## src/rtl/vel_pkg.sv

```systemverilog
// Package for the visible escape line wrapper.
// Types and constants shared by all rtl/ modules; escape-letter lookup for vel_front.
package vel_pkg;

  localparam int unsigned WidthW = 12;
  localparam int unsigned CountW = 13;
  localparam logic [WidthW-1:0] WidthReset = 12'd60;

  localparam int unsigned QDepth = 4;
  localparam int unsigned QAddrW = $clog2(QDepth);
  localparam int unsigned QCntW  = $clog2(QDepth + 1);
  localparam int unsigned IdxW   = 3;

  localparam logic [7:0] ChBackslash = 8'h5C;
  localparam logic [7:0] ChNewline   = 8'h0A;
  localparam logic [7:0] ChDollar    = 8'h24;
  localparam logic [7:0] ChZero      = 8'h30;
  localparam logic [7:0] ChSpace     = 8'h20;
  localparam logic [7:0] ChTilde     = 8'h7E;

  typedef enum logic [1:0] {
    KIND_CHAR   = 2'd0,
    KIND_LETTER = 2'd1,
    KIND_OCTAL  = 2'd2,
    KIND_END    = 2'd3
  } vel_kind_e;

  typedef struct packed {
    logic       action;
    logic [7:0] data_byte;
  } vel_in_t;

  typedef struct packed {
    logic [7:0] out_byte;
    logic       last_of_run;
  } vel_out_t;

  typedef struct packed {
    logic       wrap;
    vel_kind_e  kind;
    logic [7:0] value;
  } vel_job_t;

  function automatic logic [7:0] letter_for(input logic [7:0] b);
    logic [7:0] l;
    case (b)
      8'h5C:   l = 8'h5C;
      8'h07:   l = 8'h61;
      8'h08:   l = 8'h62;
      8'h0C:   l = 8'h66;
      8'h0A:   l = 8'h6E;
      8'h0D:   l = 8'h72;
      8'h09:   l = 8'h74;
      8'h0B:   l = 8'h76;
      default: l = 8'h00;
    endcase
    return l;
  endfunction

endpackage

```

## src/rtl/vel_front.sv

```systemverilog
// Front end: width register, column count, wrap check and byte classification.
// Depends on vel_pkg.
module vel_front (
  input  logic                          clk_i,
  input  logic                          rst_ni,
  input  logic                          cfg_we_i,
  input  logic [vel_pkg::WidthW-1:0]    cfg_wdata_i,
  input  logic                          accept_i,
  input  vel_pkg::vel_in_t              in_item_i,
  output vel_pkg::vel_job_t             job_o
);

  logic [vel_pkg::WidthW-1:0] width_q;
  logic [vel_pkg::CountW-1:0] count_q, count_d, base;
  logic [2:0]                 inc;
  logic [7:0]                 letter;
  logic                       printable;

  always_comb begin
    letter    = vel_pkg::letter_for(in_item_i.data_byte);
    printable = (in_item_i.data_byte >= vel_pkg::ChSpace) &&
                (in_item_i.data_byte <= vel_pkg::ChTilde) &&
                (in_item_i.data_byte != vel_pkg::ChBackslash);
    job_o.wrap  = !in_item_i.action && (count_q >= {1'b0, width_q});
    job_o.value = in_item_i.data_byte;
    if (in_item_i.action) begin
      job_o.kind = vel_pkg::KIND_END;
      inc        = 3'd0;
    end else if (printable) begin
      job_o.kind = vel_pkg::KIND_CHAR;
      inc        = 3'd1;
    end else if (letter != 8'h00) begin
      job_o.kind  = vel_pkg::KIND_LETTER;
      job_o.value = letter;
      inc         = 3'd2;
    end else begin
      job_o.kind = vel_pkg::KIND_OCTAL;
      inc        = 3'd4;
    end
    base    = job_o.wrap ? '0 : count_q;
    count_d = in_item_i.action ? '0 : base + vel_pkg::CountW'(inc);
  end

  always_ff @(posedge clk_i or negedge rst_ni) begin
    if (!rst_ni) begin
      width_q <= vel_pkg::WidthReset;
      count_q <= '0;
    end else begin
      if (cfg_we_i) begin
        width_q <= cfg_wdata_i;
      end
      if (accept_i) begin
        count_q <= count_d;
      end
    end
  end

endmodule

```

## src/rtl/vel_queue.sv

```systemverilog
// Short job queue between front and back.
// Depends on vel_pkg.
module vel_queue (
  input  logic              clk_i,
  input  logic              rst_ni,
  input  logic              push_i,
  input  vel_pkg::vel_job_t job_i,
  input  logic              pop_i,
  output logic              full_o,
  output logic              empty_o,
  output vel_pkg::vel_job_t head_o
);

  vel_pkg::vel_job_t               mem_q [vel_pkg::QDepth];
  logic [vel_pkg::QAddrW-1:0]      wr_q, rd_q;
  logic [vel_pkg::QCntW-1:0]       cnt_q;

  assign full_o  = (cnt_q == vel_pkg::QCntW'(vel_pkg::QDepth));
  assign empty_o = (cnt_q == '0);
  assign head_o  = mem_q[rd_q];

  always_ff @(posedge clk_i) begin
    if (push_i) begin
      mem_q[wr_q] <= job_i;
    end
  end

  always_ff @(posedge clk_i or negedge rst_ni) begin
    if (!rst_ni) begin
      wr_q  <= '0;
      rd_q  <= '0;
      cnt_q <= '0;
    end else begin
      if (push_i) begin
        wr_q <= wr_q + 1'b1;
      end
      if (pop_i) begin
        rd_q <= rd_q + 1'b1;
      end
      if (push_i && !pop_i) begin
        cnt_q <= cnt_q + 1'b1;
      end else if (!push_i && pop_i) begin
        cnt_q <= cnt_q - 1'b1;
      end
    end
  end

endmodule

```

## src/rtl/vel_back.sv

```systemverilog
// Back end: steps through the characters of the head job, one per transfer.
// Depends on vel_pkg.
module vel_back (
  input  logic              clk_i,
  input  logic              rst_ni,
  input  vel_pkg::vel_job_t job_i,
  input  logic              empty_i,
  input  logic              pop_i,
  output logic              retire_o,
  output vel_pkg::vel_out_t out_item_o
);

  logic [vel_pkg::IdxW-1:0] idx_q, len, j;
  logic                     take, last;

  always_comb begin
    case (job_i.kind)
      vel_pkg::KIND_CHAR:   len = 3'd1;
      vel_pkg::KIND_LETTER: len = 3'd2;
      vel_pkg::KIND_OCTAL:  len = 3'd4;
      vel_pkg::KIND_END:    len = 3'd2;
      default:              len = 3'd1;
    endcase
    if (job_i.wrap) begin
      len = len + 3'd2;
      j   = idx_q - 3'd2;
    end else begin
      j = idx_q;
    end
    last = (idx_q == len - 3'd1);

    if (job_i.wrap && (idx_q < 3'd2)) begin
      out_item_o.out_byte = (idx_q == 3'd0) ? vel_pkg::ChBackslash : vel_pkg::ChNewline;
    end else begin
      case (job_i.kind)
        vel_pkg::KIND_CHAR: begin
          out_item_o.out_byte = job_i.value;
        end
        vel_pkg::KIND_LETTER: begin
          out_item_o.out_byte = (j == 3'd0) ? vel_pkg::ChBackslash : job_i.value;
        end
        vel_pkg::KIND_OCTAL: begin
          case (j)
            3'd0:    out_item_o.out_byte = vel_pkg::ChBackslash;
            3'd1:    out_item_o.out_byte = vel_pkg::ChZero + {6'd0, job_i.value[7:6]};
            3'd2:    out_item_o.out_byte = vel_pkg::ChZero + {5'd0, job_i.value[5:3]};
            default: out_item_o.out_byte = vel_pkg::ChZero + {5'd0, job_i.value[2:0]};
          endcase
        end
        vel_pkg::KIND_END: begin
          out_item_o.out_byte = (j == 3'd0) ? vel_pkg::ChDollar : vel_pkg::ChNewline;
        end
        default: begin
          out_item_o.out_byte = job_i.value;
        end
      endcase
    end
    out_item_o.last_of_run = last;

    take     = pop_i && !empty_i;
    retire_o = take && last;
  end

  always_ff @(posedge clk_i or negedge rst_ni) begin
    if (!rst_ni) begin
      idx_q <= '0;
    end else if (take) begin
      idx_q <= last ? '0 : idx_q + 3'd1;
    end
  end

endmodule

```

## src/rtl/visible_escape_line_wrapper.sv

```systemverilog
// Top level of the visible escape line wrapper: front, job queue, back.
// Depends on vel_pkg, vel_front, vel_queue, vel_back.
//
//  channel  | handshake       | payload
//  ---------+-----------------+-------------------------------
//  input    | push / full     | in_item_i  (action, data_byte)
//  result   | empty / pop     | out_item_o (out_byte, last_of_run)
//  config   | cfg_we_i        | cfg_wdata_i (line_width)
//
// One result character per cycle while pop is high and the queue is not empty;
// an item has 1 to 6 result characters, so plain bytes stream at one per cycle.
// Input is taken while the 4-entry job queue has room, so the front keeps
// accepting while the back waits on pop. Reset clears the column count,
// the queue and the character index; line_width resets to 60.
module visible_escape_line_wrapper (
  input  logic                       clk_i,
  input  logic                       rst_ni,
  input  logic                       push,
  output logic                       full,
  input  vel_pkg::vel_in_t           in_item_i,
  output logic                       empty,
  input  logic                       pop,
  output vel_pkg::vel_out_t          out_item_o,
  input  logic                       cfg_we_i,
  input  logic [vel_pkg::WidthW-1:0] cfg_wdata_i
);

  vel_pkg::vel_job_t job, head;
  logic              accept, retire;

  assign accept = push && !full;

  vel_front u_front (
    .clk_i       (clk_i),
    .rst_ni      (rst_ni),
    .cfg_we_i    (cfg_we_i),
    .cfg_wdata_i (cfg_wdata_i),
    .accept_i    (accept),
    .in_item_i   (in_item_i),
    .job_o       (job)
  );

  vel_queue u_queue (
    .clk_i   (clk_i),
    .rst_ni  (rst_ni),
    .push_i  (accept),
    .job_i   (job),
    .pop_i   (retire),
    .full_o  (full),
    .empty_o (empty),
    .head_o  (head)
  );

  vel_back u_back (
    .clk_i      (clk_i),
    .rst_ni     (rst_ni),
    .job_i      (head),
    .empty_i    (empty),
    .pop_i      (pop),
    .retire_o   (retire),
    .out_item_o (out_item_o)
  );

endmodule

```

## config.mk

```make
export PLATFORM = sky130hd
export DESIGN_NAME = visible_escape_line_wrapper
export DESIGN_NICKNAME = d
export VERILOG_FILES = /design/src/rtl/vel_pkg.sv /design/src/rtl/vel_front.sv /design/src/rtl/vel_queue.sv /design/src/rtl/vel_back.sv /design/src/rtl/visible_escape_line_wrapper.sv
export SDC_FILE = /design/constraint.sdc
export NUM_CORES = 1
export LEC_CHECK = 0
export BUFFER_PORTS_ARGS = -buffer_cell sky130_fd_sc_hd__buf_2
export CAP_MARGIN = 20
export CORE_ASPECT_RATIO = 0.75
export CORE_MARGIN = 2
export CORE_UTILIZATION = 60
export CTS_CLUSTER_DIAMETER = 200
export DETAILED_ROUTE_END_ITERATION = 8
export GPL_ROUTABILITY_DRIVEN = 0
export PLACE_DENSITY_LB_ADDON = 0.05
export SYNTH_ARGS = -nofsm -noshare
export SYNTH_HDL_FRONTEND = slang
export SYNTH_SLANG_ARGS = --single-unit
```

## constraint.sdc

```tcl
create_clock -name clk_i -period 4.3 [get_ports clk_i]
set_clock_uncertainty 0.2 [all_clocks]
set_input_delay 0.43 -clock clk_i [delete_from_list [all_inputs] [get_ports clk_i]]
set_output_delay 0.43 -clock clk_i [all_outputs]
set_load 0.1 [all_outputs]
```

==> impl_metrics.py <==
metrics = {
    "logic_synthesis": {
        "synth.distinct_cells": 68,
        "yosysTopAreaCell": "edfxtp_1",
        "yosys-top-cells-area": "edfxtp_1 (30%), dfrtp_1 (18%), ha_1 (6.8%)",
        "synth-seq-area-share": 0.497,
        "synth.top_cell.area_share": 0.298,
        "async_flop_share": 0.443,
        "syn_area_per_cell_um2": 11.2,
        "synthCells": 396,
        "synth_flop_cell": "edfxtp_1",
        "synthesis.nets": 448,
        "synth_edf_count": 44,
        "yosys_warnings": 0,
        "ys_seq_elements": 79,
        "syn_area_um2": 4430,
    },
    "sta": {
        "max_freq_mhz": 254,
        "slew_headroom": 0.481,
        "period_share": 0.917,
        "slew_violations": 0,
        "min_period_ps": 3940,
        "fin_tns_setup_ps": 0,
        "hold_violations": 0,
        "finalSetupViolations": 0,
        "worst_pin_slew_ps": 778,
        "rsz0062_at_grt": "no",
    },
    "detailed_routing": {
        "wirelength_um": 8810,
        "avgRoutedWirePerCell_um": 16.3,
        "ant_nets": 0,
        "via_per_inst": 5.85,
        "dr.first_iter.drc_count": 180,
        "dr_wl_met2_um": 3660,
        "dr.pass1.iters": 5,
        "drc": 0,
        "vias": 3166,
        "met3_length_um": 559,
        "wl_met1_um": 4530,
        "routed.top_layer": "met4",
    },
    "die": {
        "core_area_um2": 7260,
        "dieHeight_um": 78.4,
        "start_util": 0.610,
        "die-area_um2": 8090,
        "rows": 27,
        "die_w_um": 103,
        "ios": 37,
    },
    "cts": {
        "cts_inserted_buffers": 9,
        "cts_max_level": 3,
        "clk_pin_slew_ps": 90,
        "clock_sinks": 79,
        "insertion_delay_ps": 350,
        "cts_tree": "done",
        "clockBufferDepth": 2,
        "root_buffer": "clkbuf_8",
    },
    "final_layout": {
        "drive_gt1_frac": 0.211,
        "fill_cells": 550,
        "multi_input_area_um2": 2040,
        "layout_commonest_cell": "edfxtp_1",
        "num_antenna_cells": 0,
        "fin_nets": 487,
        "layout_common_cells": "edfxtp_1 (44), nand2_1 (37), buf_2 (36), inv_1 (31), dfrtp_1 (31)",
        "final_cell_area_um2": 4970,
        "area_delta_synth_final_pct": 12.2,
        "ff_latch_area_um2": 2200,
    },
    "global_route": {
        "grt_usage": 0.238,
        "grt_first_pass_wirelength_um": 14600,
        "antenna_found_initial": 0,
        "overflow": 0,
        "grt_pass1_vias": 3002,
        "grt_max_degree": 36,
    },
    "worst_hold_path": {
        "hold_class": "input port to register",
        "holdCritStartpoint": "cfg_wdata_i[11]",
    },
    "setup_path": {
        "ff2ff_path_depth": 17,
        "rr_endpoint": "u_front.count_q[8]",
        "cp-startpoint": "u_front.count_q[6]",
        "worstSetupPathType": "register to register",
        "r2r_setup_slack_ps": 360,
        "startpoint_type": "register",
        "cp_max_fo": 6,
        "crit_end": "u_front.count_q[8]",
        "critPathArrivalTime_ps": 3970,
        "required_ps": 4330,
        "reg2reg_from": "u_front.count_q[6]",
        "end_kind": "register",
    },
    "power": {
        "leakage_nw": 2.08,
        "peakVddDrop_mv": 0.860,
        "powerDensity_nw_per_um2": 758,
        "finalPower_mw": 3.77,
    },
    "job": {
        "max-cap-violations": 0,
    },
    "place": {
        "numPortBuffers": 36,
        "post-dp-hpwl_um": 6420,
        "place_area_um2": 4700,
    },
    "outcome": {
        "outcome": "completed",
    },
}
[stage by stage]
step	util	worst slack [ps]	instances	hold WS [ps]
after floorplan	-	38.5	396	-65.6
after global placement	0.648	350	521	272
after detailed placement	0.648	208	521	293
after CTS	0.680	181	538	69.6
after global routing	0.685	94.2	541	75.1
final	0.685	358	541	80.0
[power by group]
part	leakage, nW	internal (mW)	switching [mW]
clock	0.114	0.335	0.290
sequential	0.840	0.967	0.118
combinational	1.13	0.603	1.46
total	2.08	1.90	1.86
[flip-flops by register name (all words and copies together) (netlist names)]
name and flops:
u_front.width_q 12, u_queue.wr_q 2, u_queue.cnt_q 3, u_queue.rd_q 2, u_queue.mem_q 44, u_back.idx_q 3, u_front.count_q 13
[synthesized netlist by cell type (all sizes together), types with 3 or more instances]
cell    count
buf         8
xnor2       9
nor4        3
a21oi      18
nor3        6
o22ai       5
nor2       21
nor2b       5
dfstp       4
a21o        7
a31oi       4
o21ai      26
or2         4
mux4       11
nand3      19
inv        31
o311ai      4
and3        3
xor2        4
or3         3
nand4       5
dfrtp      31
clkbuf     10
o21bai      3
a22o        4
nand2      38
and2        6
ha         24
edfxtp     44
[area by class of cell]
| class | instances | share of cell area |
|---|---|---|
| tap | 101 | 0.0254 |
| multi-input combinational | 267 | 0.410 |
| inverter | 32 | 0.0242 |
| clock buffer | 9 | 0.0249 |
| clock inverter | 7 | 0.0204 |
| timing repair buffer | 46 | 0.0518 |
| sequential | 79 | 0.443 |
[what timing repair did]
item	in CTS	in global routing
endpoints found under the setup margin	0	3
resized for setup	0	2
hold buffers	1	0
setup buffers	0	3
hold endpoints to repair	31	0
[critical path, cell delays in order, from the launching register on]
cell and delay (ps):
dfrtp_1 460, ha_1 340, a21o_1 180, a21o_1 170, a221o_1 420, a211oi_4 330, nor2_1 160, nor2_1 130
ha_1 180, inv_1 50, fa_1 370, nor2b_1 200, nor2_1 80, nor2_2 100, buf_4 140, nand3_1 100
nand3_1 120, o311ai_2 90
[worst min path at each step]
stage | depth (start not counted) | slack, ps | end
2_1_floorplan | 0 | -70 | u_back.idx_q[0]
6_report | 3 | 80 | u_front.width_q[11]
5_1_grt | 3 | 80 | u_front.width_q[8]
3_5_place_dp | 1 | 290 | u_queue.cnt_q[2]
4_1_cts | 3 | 70 | u_front.width_q[10]
3_3_place_gp | 1 | 270 | u_queue.cnt_q[2]
[kinds of logic after synthesis]
kind of cell / Yosys count / share of synthesized area
and+or+nand+nor: 124 / 0.140
AOI/OAI and AO/OA: 89 / 0.143
xor gates and xnor gates: 13 / 0.0274
adders and majority gates: 26 / 0.0768
buffers and inverters: 50 / 0.0474
DFF: 79 / 0.497
muxes: 15 / 0.0683
[layer usage]
metal  global-route usage  up-vias
met5                    0        -
met3               0.0534        6
met1                0.381     1515
met4               0.0632        0
met2                0.327      121
li1                     -     1524
Power figures use the tool's default switching activity.
